$ cat src/hdl/gdad_pkg.sv
// ----------------------------------------------------------------------------
// gdad_pkg
// Shared types, widths and the month-length table for the date adder.
// ----------------------------------------------------------------------------
package gdad_pkg;

    localparam int DAYS_WIDTH  = 16;
    // Remaining count can grow by up to 30 when the start day is past month end.
    localparam int LEFT_WIDTH  = DAYS_WIDTH + 1;
    localparam int MONTH_WIDTH = 4;
    localparam int DAY_WIDTH   = 5;
    localparam int YEAR_WIDTH  = 14;
    localparam int QUOT_WIDTH  = 8;   // year / 100 is at most 163
    localparam int YMOD_WIDTH  = 7;   // year % 100

    // floor(y / 100) == (y * DIV100_MUL) >> DIV100_SHIFT for every 14-bit y
    localparam int DIV100_SHIFT = 19;
    localparam logic [12:0] DIV100_MUL = 13'd5243;
    localparam int PROD_WIDTH = YEAR_WIDTH + 13;

    localparam logic [MONTH_WIDTH-1:0] MONTH_JAN = 4'd1;
    localparam logic [MONTH_WIDTH-1:0] MONTH_FEB = 4'd2;
    localparam logic [MONTH_WIDTH-1:0] MONTH_DEC = 4'd12;
    localparam logic [YEAR_WIDTH-1:0]  YEAR_MAX  = '1;
    localparam logic [YMOD_WIDTH-1:0]  YMOD_LAST = 7'd99;

    typedef struct packed {
        logic load;   // capture the start date and count
        logic div;    // year / 100
        logic rem;    // year % 100 and century mod 4
        logic step;   // advance one month or finish the day
    } gdad_cmd_t;

    typedef struct packed {
        logic left_zero;
    } gdad_status_t;

    function automatic logic [DAY_WIDTH-1:0] month_length(
        input logic [MONTH_WIDTH-1:0] month,
        input logic                   leap
    );
        logic [DAY_WIDTH-1:0] len;
        case (month)
            4'd1:    len = 5'd31;
            4'd2:    len = leap ? 5'd29 : 5'd28;
            4'd3:    len = 5'd31;
            4'd4:    len = 5'd30;
            4'd5:    len = 5'd31;
            4'd6:    len = 5'd30;
            4'd7:    len = 5'd31;
            4'd8:    len = 5'd31;
            4'd9:    len = 5'd30;
            4'd10:   len = 5'd31;
            4'd11:   len = 5'd30;
            4'd12:   len = 5'd31;
            default: len = 5'd0;
        endcase
        return len;
    endfunction

endpackage

$ cat src/hdl/gregorian_date_add_days_unit.sv
// ----------------------------------------------------------------------------
// gregorian_date_add_days_unit
// Adds a day count to a Gregorian date, walking one month per cycle.
// ----------------------------------------------------------------------------
// A date is taken when start is high and busy is low. The block then splits
// the year into year mod 100 and century mod 4 (in the DIV and REM states,
// one constant multiply each), walks the count one month per cycle through
// the month-step loop, and raises done for exactly one cycle with end_month,
// end_day and end_year valid in that cycle. The walk takes one step per
// month end crossed, plus one more when the count runs out inside a month,
// and none for a zero count; busy falls the cycle after done. The result is
// not held: the receiver must take it in the done cycle.
module gregorian_date_add_days_unit
    import gdad_pkg::*;
(
    input  logic                   clk,
    input  logic                   rst_n,
    input  logic                   start,
    output logic                   busy,
    input  logic [MONTH_WIDTH-1:0] start_month,
    input  logic [DAY_WIDTH-1:0]   start_day,
    input  logic [YEAR_WIDTH-1:0]  start_year,
    input  logic [DAYS_WIDTH-1:0]  day_count,
    output logic                   done,
    output logic [MONTH_WIDTH-1:0] end_month,
    output logic [DAY_WIDTH-1:0]   end_day,
    output logic [YEAR_WIDTH-1:0]  end_year
);

    gdad_cmd_t    cmd;
    gdad_status_t status;

    gdad_ctrl u_ctrl (
        .clk    (clk),
        .rst_n  (rst_n),
        .start  (start),
        .busy   (busy),
        .done   (done),
        .cmd    (cmd),
        .status (status)
    );

    gdad_dp u_dp (
        .clk         (clk),
        .cmd         (cmd),
        .status      (status),
        .start_month (start_month),
        .start_day   (start_day),
        .start_year  (start_year),
        .day_count   (day_count),
        .end_month   (end_month),
        .end_day     (end_day),
        .end_year    (end_year)
    );

endmodule

$ cat src/hdl/gdad_ctrl.sv
// ----------------------------------------------------------------------------
// gdad_ctrl
// Sequencer: load, year split, month walk, one-cycle result strobe.
// ----------------------------------------------------------------------------
module gdad_ctrl
    import gdad_pkg::*;
(
    input  logic         clk,
    input  logic         rst_n,
    input  logic         start,
    output logic         busy,
    output logic         done,
    output gdad_cmd_t    cmd,
    input  gdad_status_t status
);

    typedef enum logic [4:0] {
        ST_IDLE = 5'b00001,
        ST_DIV  = 5'b00010,
        ST_REM  = 5'b00100,
        ST_WALK = 5'b01000,
        ST_DONE = 5'b10000
    } state_t;

    state_t state_reg;
    state_t state_next;

    always_ff @(posedge clk or negedge rst_n)
    begin
        if (!rst_n)
        begin
            state_reg <= ST_IDLE;
        end
        else
        begin
            state_reg <= state_next;
        end
    end

    always_comb
    begin
        state_next = state_reg;
        cmd        = '0;
        case (state_reg)
            ST_IDLE:
            begin
                if (start)
                begin
                    cmd.load   = 1'b1;
                    state_next = ST_DIV;
                end
            end
            ST_DIV:
            begin
                cmd.div    = 1'b1;
                state_next = ST_REM;
            end
            ST_REM:
            begin
                cmd.rem    = 1'b1;
                state_next = ST_WALK;
            end
            ST_WALK:
            begin
                if (status.left_zero)
                begin
                    state_next = ST_DONE;
                end
                else
                begin
                    cmd.step = 1'b1;
                end
            end
            ST_DONE:
            begin
                state_next = ST_IDLE;
            end
            default:
            begin
                state_next = ST_IDLE;
            end
        endcase
    end

    assign busy = (state_reg != ST_IDLE);
    assign done = (state_reg == ST_DONE);

endmodule

$ cat src/hdl/gdad_dp.sv
// ----------------------------------------------------------------------------
// gdad_dp
// Date registers, year-mod counters and the one-month step logic.
// ----------------------------------------------------------------------------
module gdad_dp
    import gdad_pkg::*;
(
    input  logic                   clk,
    input  gdad_cmd_t              cmd,
    output gdad_status_t           status,
    input  logic [MONTH_WIDTH-1:0] start_month,
    input  logic [DAY_WIDTH-1:0]   start_day,
    input  logic [YEAR_WIDTH-1:0]  start_year,
    input  logic [DAYS_WIDTH-1:0]  day_count,
    output logic [MONTH_WIDTH-1:0] end_month,
    output logic [DAY_WIDTH-1:0]   end_day,
    output logic [YEAR_WIDTH-1:0]  end_year
);

    logic [MONTH_WIDTH-1:0] month_reg;
    logic [DAY_WIDTH-1:0]   day_reg;
    logic [YEAR_WIDTH-1:0]  year_reg;
    logic [LEFT_WIDTH-1:0]  left_reg;
    logic [QUOT_WIDTH-1:0]  quot_reg;
    logic [YMOD_WIDTH-1:0]  ymod_reg;
    logic [1:0]             cent_reg;

    logic [PROD_WIDTH-1:0]  prod;
    logic [YEAR_WIDTH-1:0]  hundreds;
    logic [YEAR_WIDTH-1:0]  rem_full;
    logic                   leap;
    logic [DAY_WIDTH-1:0]   len;
    logic signed [6:0]      to_end;
    logic signed [LEFT_WIDTH:0] left_s;
    logic signed [LEFT_WIDTH:0] to_end_s;
    logic signed [LEFT_WIDTH:0] diff;
    logic                   leave_month;

    assign prod     = PROD_WIDTH'(year_reg) * PROD_WIDTH'(DIV100_MUL);
    assign hundreds = YEAR_WIDTH'(quot_reg) * YEAR_WIDTH'(100);
    assign rem_full = year_reg - hundreds;

    // century years are leap only when the century count is a multiple of 4
    assign leap = (ymod_reg != '0) ? (year_reg[1:0] == 2'b00) : (cent_reg == 2'b00);
    assign len  = month_length(month_reg, leap);

    assign to_end   = $signed({2'b00, len}) - $signed({2'b00, day_reg}) + 7'sd1;
    assign left_s   = $signed({1'b0, left_reg});
    assign to_end_s = {{(LEFT_WIDTH - 6){to_end[6]}}, to_end};
    assign diff     = left_s - to_end_s;
    assign leave_month = (left_s >= to_end_s);

    always_ff @(posedge clk)
    begin
        if (cmd.load)
        begin
            month_reg <= start_month;
            day_reg   <= start_day;
            year_reg  <= start_year;
            left_reg  <= LEFT_WIDTH'(day_count);
        end
        else if (cmd.div)
        begin
            quot_reg <= prod[DIV100_SHIFT +: QUOT_WIDTH];
        end
        else if (cmd.rem)
        begin
            ymod_reg <= rem_full[YMOD_WIDTH-1:0];
            cent_reg <= quot_reg[1:0];
        end
        else if (cmd.step)
        begin
            if (leave_month)
            begin
                left_reg <= diff[LEFT_WIDTH-1:0];
                day_reg  <= DAY_WIDTH'(1);
                if (month_reg == MONTH_DEC)
                begin
                    month_reg <= MONTH_JAN;
                    year_reg  <= year_reg + YEAR_WIDTH'(1);
                    if (year_reg == YEAR_MAX)
                    begin
                        // wrap to year 0, a multiple of 400
                        ymod_reg <= '0;
                        cent_reg <= '0;
                    end
                    else if (ymod_reg == YMOD_LAST)
                    begin
                        ymod_reg <= '0;
                        cent_reg <= cent_reg + 2'd1;
                    end
                    else
                    begin
                        ymod_reg <= ymod_reg + YMOD_WIDTH'(1);
                    end
                end
                else if (month_reg > MONTH_DEC)
                begin
                    month_reg <= MONTH_JAN;
                end
                else
                begin
                    month_reg <= month_reg + MONTH_WIDTH'(1);
                end
            end
            else
            begin
                // count is below the distance to month end, so it fits a day
                day_reg  <= day_reg + left_reg[DAY_WIDTH-1:0];
                left_reg <= '0;
            end
        end
    end

    assign status.left_zero = (left_reg == '0);

    assign end_month = month_reg;
    assign end_day   = day_reg;
    assign end_year  = year_reg;

endmodule

$ cat config.mk
export PLATFORM = sky130hd
export DESIGN_NAME = gregorian_date_add_days_unit
export DESIGN_NICKNAME = d
export VERILOG_FILES = /design/src/hdl/gdad_pkg.sv /design/src/hdl/gregorian_date_add_days_unit.sv /design/src/hdl/gdad_ctrl.sv /design/src/hdl/gdad_dp.sv
export SDC_FILE = /design/constraint.sdc
export NUM_CORES = 1
export LEC_CHECK = 0
export ABC_AREA = 1
export BUFFER_PORTS_ARGS = -buffer_cell sky130_fd_sc_hd__buf_2
export CAP_MARGIN = 20
export CORE_ASPECT_RATIO = 0.9
export CORE_MARGIN = 10
export CORE_UTILIZATION = 30
export CTS_BUF_LIST = sky130_fd_sc_hd__clkbuf_2
export DETAILED_ROUTE_END_ITERATION = 12
export GPL_TIMING_DRIVEN = 0
export PLACE_DENSITY_LB_ADDON = 0.25
export SYNTH_ARGS = -nofsm -noshare
export SYNTH_HDL_FRONTEND = slang
export SYNTH_HIERARCHICAL = 1
export SYNTH_SLANG_ARGS = --single-unit
$ cat constraint.sdc
create_clock -name clk -period 11.1 [get_ports clk]
set_input_delay 0.555 -clock clk [delete_from_list [all_inputs] [get_ports clk]]
set_output_delay 0.555 -clock clk [all_outputs]
set_load 0.01 [all_outputs]
==> key figures <==
Logic synthesis
  • Syn_nets: 1196
  • FF+latch count, synth: 59
  • Async SR Flop Fraction: 0.0847
  • Post-synth EDFFs: 53
  • Synth warn: 6
  • Top_reg_cell synth: edfxtp_1
  • Cells after Synth: 958
  • Synth cell types: 46
  • Seq/Total Area, Yosys: 0.216
  • Mean Syn Cell Area: 8.40 um2
  • Syn Std Cell Area: 8050 um2

CTS
  • Reg clk slew, reported paths: 0.24 ns
  • Hold Buf Count CTS: 1
  • Deepest clock path buffer count: 2
  • CTS H-tree lvls: 3
  • # Post-CTS Setup Buffers: 0
  • CTS tree: yes
  • Num CTS Buffers: 9
  • Skew-Pair Late Insertion Delay: 0.55 ns
  • Root buf cell: clkbuf_2
  • Resized Gates After CTS: 0
  • Number of clock sinks: 59

Critical path
  • Kind of cell adding the most delay to the critical path: adder cells
  • Critical Path Fanout Max: 14
  • Worst reg2reg path depth: 24
  • Critical path class: flop to flop
  • Crit-path cells: inv_1, ha_1, mux2i_1, o21ai_0, inv_1, ha_1, inv_1, fa_1, ha_1, inv_1, nor2_4, inv_1, nand2_1, ha_1, nand2_1, o21ai_0, a21oi_1, o21ai_0, nand3_1, nand3_2, nand2_2, nand3_2, nand2_1, inv_1
  • Most used cell, CP: inv_1
  • FF-to-FF setup slack: 5.64 ns
  • Reg-to-reg startpoint: u_dp/end_year[0]$_DFFE_PP_
  • Crit path DAT: 5.62 ns
  • Capturing element type of the critical path: flop
  • Worst path slowest cell: edfxtp_1
  • Worst reg2reg path endpoint: u_dp/end_year[8]$_DFFE_PP_
  • Critical Path RT: 11.26 ns
  • Slowest stage delay, CP: 0.71 ns
  • Critical path buffers and inverters: 6
  • Crit path launch type: flop

STA
  • RSZ-0062 raised after global routing: false
  • Final period utilization: 0.492
  • Fin crit period: 5.46 ns
  • Relative slew slack: 0.319
  • Slew Viols, Final: 0
  • # setup viols final: 0
  • Setup tns final: 0 ns
  • Worst Tran Pin Value: 1.02 ns
  • Clk_skew: 0.0562 ns
  • F_max: 183 MHz
  • Fin. Hold Viols: 0

Hold path
  • Hold path start: day_count[5]
  • Worst hold path depth: 3
  • Hold path endpoint: u_dp/left_reg[5]$_DFFE_PP_
  • Min-Delay Path Class: primary input to flop

Placed design
  • Placed Instances: 1372
  • Port Buffers: 66
  • Final GP Congestion: 0.873
  • HPWL after detailed placement: 17.8 mm

Die
  • Die width: 193 um
  • Die Height: 175 um
  • Die area: 33800 um2
  • Cell row count: 56
  • Initial Util: 0.306
  • Core Area: 26300 um2
  • Ports: 67

Final layout
  • Final cell count without fillers: 1389
  • Synthesis-to-finish area growth: 10.7%
  • Final core occ: 0.339
  • Layout cells sized above 1: 0.126
  • Max reg flops: 17
  • Diodes inserted: 0
  • Net count, final: 1274

Detailed routing
  • DRC: 0
  • Avg Vias per Cell: 4.57
  • Antenna Nets Post-Route: 0
  • Initial DRC Count: 358
  • Post-DR wirelength/cell: 15.2 um
  • Initial DRT Pass Iterations: 7
  • Vias: 6347
  • Final wirelength: 21.2 mm

Job
  • Reported max-cap violation count: 0

GRT
  • Vias in the first global route: 6366
  • First-pass GRT wire length: 34.3 mm
  • Antenna violations before repair: 2
  • Total grt overflow: 0
  • Largest net degree at the start of global routing: 23
  • GRT Total Usage: 0.127

Status
  • Status: finished clean
==> cell type report <==
class                   instances  area, um2
plain buffers                  11       56.3
fillers                      2808      17400
clock inverters                 5       30.0
multi-input cells             682       5480
repair buffers                 67        340
well taps                     348        435
clock buffers                  11       55.1
flip-flops and latches         59       1740
inverters                     206        773
==> worst reg2reg max path, cell delays in order, from the launching register on <==
cell and delay, ns:
edfxtp_1 0.71, inv_1 0.19, ha_1 0.26, mux2i_1 0.16, o21ai_0 0.10, inv_1 0.09, ha_1 0.13, inv_1 0.08
fa_1 0.49, ha_1 0.20, inv_1 0.10, nor2_4 0.05, inv_1 0.06, nand2_1 0.06, ha_1 0.33, nand2_1 0.09
o21ai_0 0.30, a21oi_1 0.13, o21ai_0 0.42, nand3_1 0.16, nand3_2 0.13, nand2_2 0.10, nand3_2 0.18, nand2_1 0.07
inv_1 0.50
==> kinds of logic after synthesis <==
| logic type | Yosys count | share of synthesized area |
|---|---|---|
| DFF | 59 | 0.216 |
| xor gates and xnor gates | 39 | 0.0425 |
| adders and majority gates | 196 | 0.366 |
| and+or+nand+nor | 328 | 0.185 |
| muxes | 1 | 0.00124 |
| buffers and inverters | 217 | 0.103 |
| AOI/OAI and AO/OA | 118 | 0.0860 |
==> cells in the final DEF (no fill, tap or decap), types with 3 or more instances in the layout <==
cell / count
a21oi_1: 46
buf_2: 66
clkbuf_1: 6
clkbuf_2: 11
clkinv_2: 3
dfrtp_1: 4
edfxtp_1: 53
fa_1: 66
ha_1: 130
inv_1: 198
inv_2: 8
nand2_1: 159
nand2_2: 8
nand3_1: 57
nand3_2: 9
nand3b_1: 3
nand4_1: 14
nor2_1: 57
nor2_2: 4
nor3_1: 5
nor4_1: 6
o21ai_0: 33
o21ai_1: 5
o21ai_2: 10
o21bai_1: 3
o22ai_1: 7
xnor2_1: 13
xor2_1: 26
==> Yosys cell counts (2+ instances only) <==
cell type | count | area share
nor2_2 | 4 | 0.0031
nand2_1 | 159 | 0.074
nor3_1 | 5 | 0.0031
fa_1 | 66 | 0.16
edfxtp_1 | 53 | 0.20
o211ai_1 | 2 | 0.0019
clkbuf_1 | 6 | 0.0028
o22ai_1 | 7 | 0.0054
a31oi_1 | 2 | 0.0016
ha_1 | 130 | 0.20
inv_2 | 8 | 0.0037
nand4_1 | 14 | 0.011
nor4_1 | 6 | 0.0047
buf_1 | 2 | 0.00093
o21ai_2 | 10 | 0.011
buf_4 | 2 | 0.0019
nor2_4 | 2 | 0.0028
inv_1 | 198 | 0.092
nand3_1 | 57 | 0.035
dfrtp_1 | 4 | 0.012
nand2_2 | 8 | 0.0062
xor2_1 | 26 | 0.028
nand3b_1 | 3 | 0.0028
o21bai_1 | 3 | 0.0028
o21ai_0 | 33 | 0.021
xnor2_1 | 13 | 0.014
o21ai_1 | 5 | 0.0031
a21boi_0 | 2 | 0.0019
nor2_1 | 57 | 0.027
nand3_2 | 9 | 0.011
a21oi_1 | 46 | 0.029
o21a_1 | 2 | 0.0019
==> layer usage <==
layer	up-vias	share of wire	GRT usage	wire [um]
met2	139	0.42	0.187	8940
met3	19	0.046	0.0218	978
met1	2938	0.52	0.189	11000
li1	3247	-	-	-
met5	-	0.00099	0	21
met4	4	0.010	0.0219	212
==> per-stage QoR <==
stage          hold WS (ns)  cell area, um2  worst slack, ns
2_1_floorplan         0.259            8050             6.65
3_3_place_gp          0.378            8810             5.65
3_5_place_dp          0.381            8810             5.68
4_1_cts               0.206            8910             5.61
5_1_grt               0.210            8910             5.19
6_report              0.259            8910             5.64
==> worst max-delay path by stage <==
stage                                            from                     endpoint  slack [ns]  cells after the start
after detailed placement   u_dp/end_year[0]$_DFFE_PP_  u_dp/end_year[13]$_DFFE_PP_        5.68                     24
after floorplan           u_dp/end_month[0]$_DFFE_PP_   u_dp/ymod_reg[0]$_DFFE_PP_        6.65                     23
after global routing       u_dp/end_year[0]$_DFFE_PP_   u_dp/end_year[0]$_DFFE_PP_        5.19                     24
final                      u_dp/end_year[0]$_DFFE_PP_   u_dp/end_year[8]$_DFFE_PP_        5.64                     24
after CTS                  u_dp/end_year[0]$_DFFE_PP_   u_dp/end_year[8]$_DFFE_PP_        5.61                     24
after global placement     u_dp/end_year[0]$_DFFE_PP_  u_dp/end_year[13]$_DFFE_PP_        5.65                     24
Power is not shown: default switching activity piles up to over one toggle a cycle in this logic, so the estimate is an artifact.
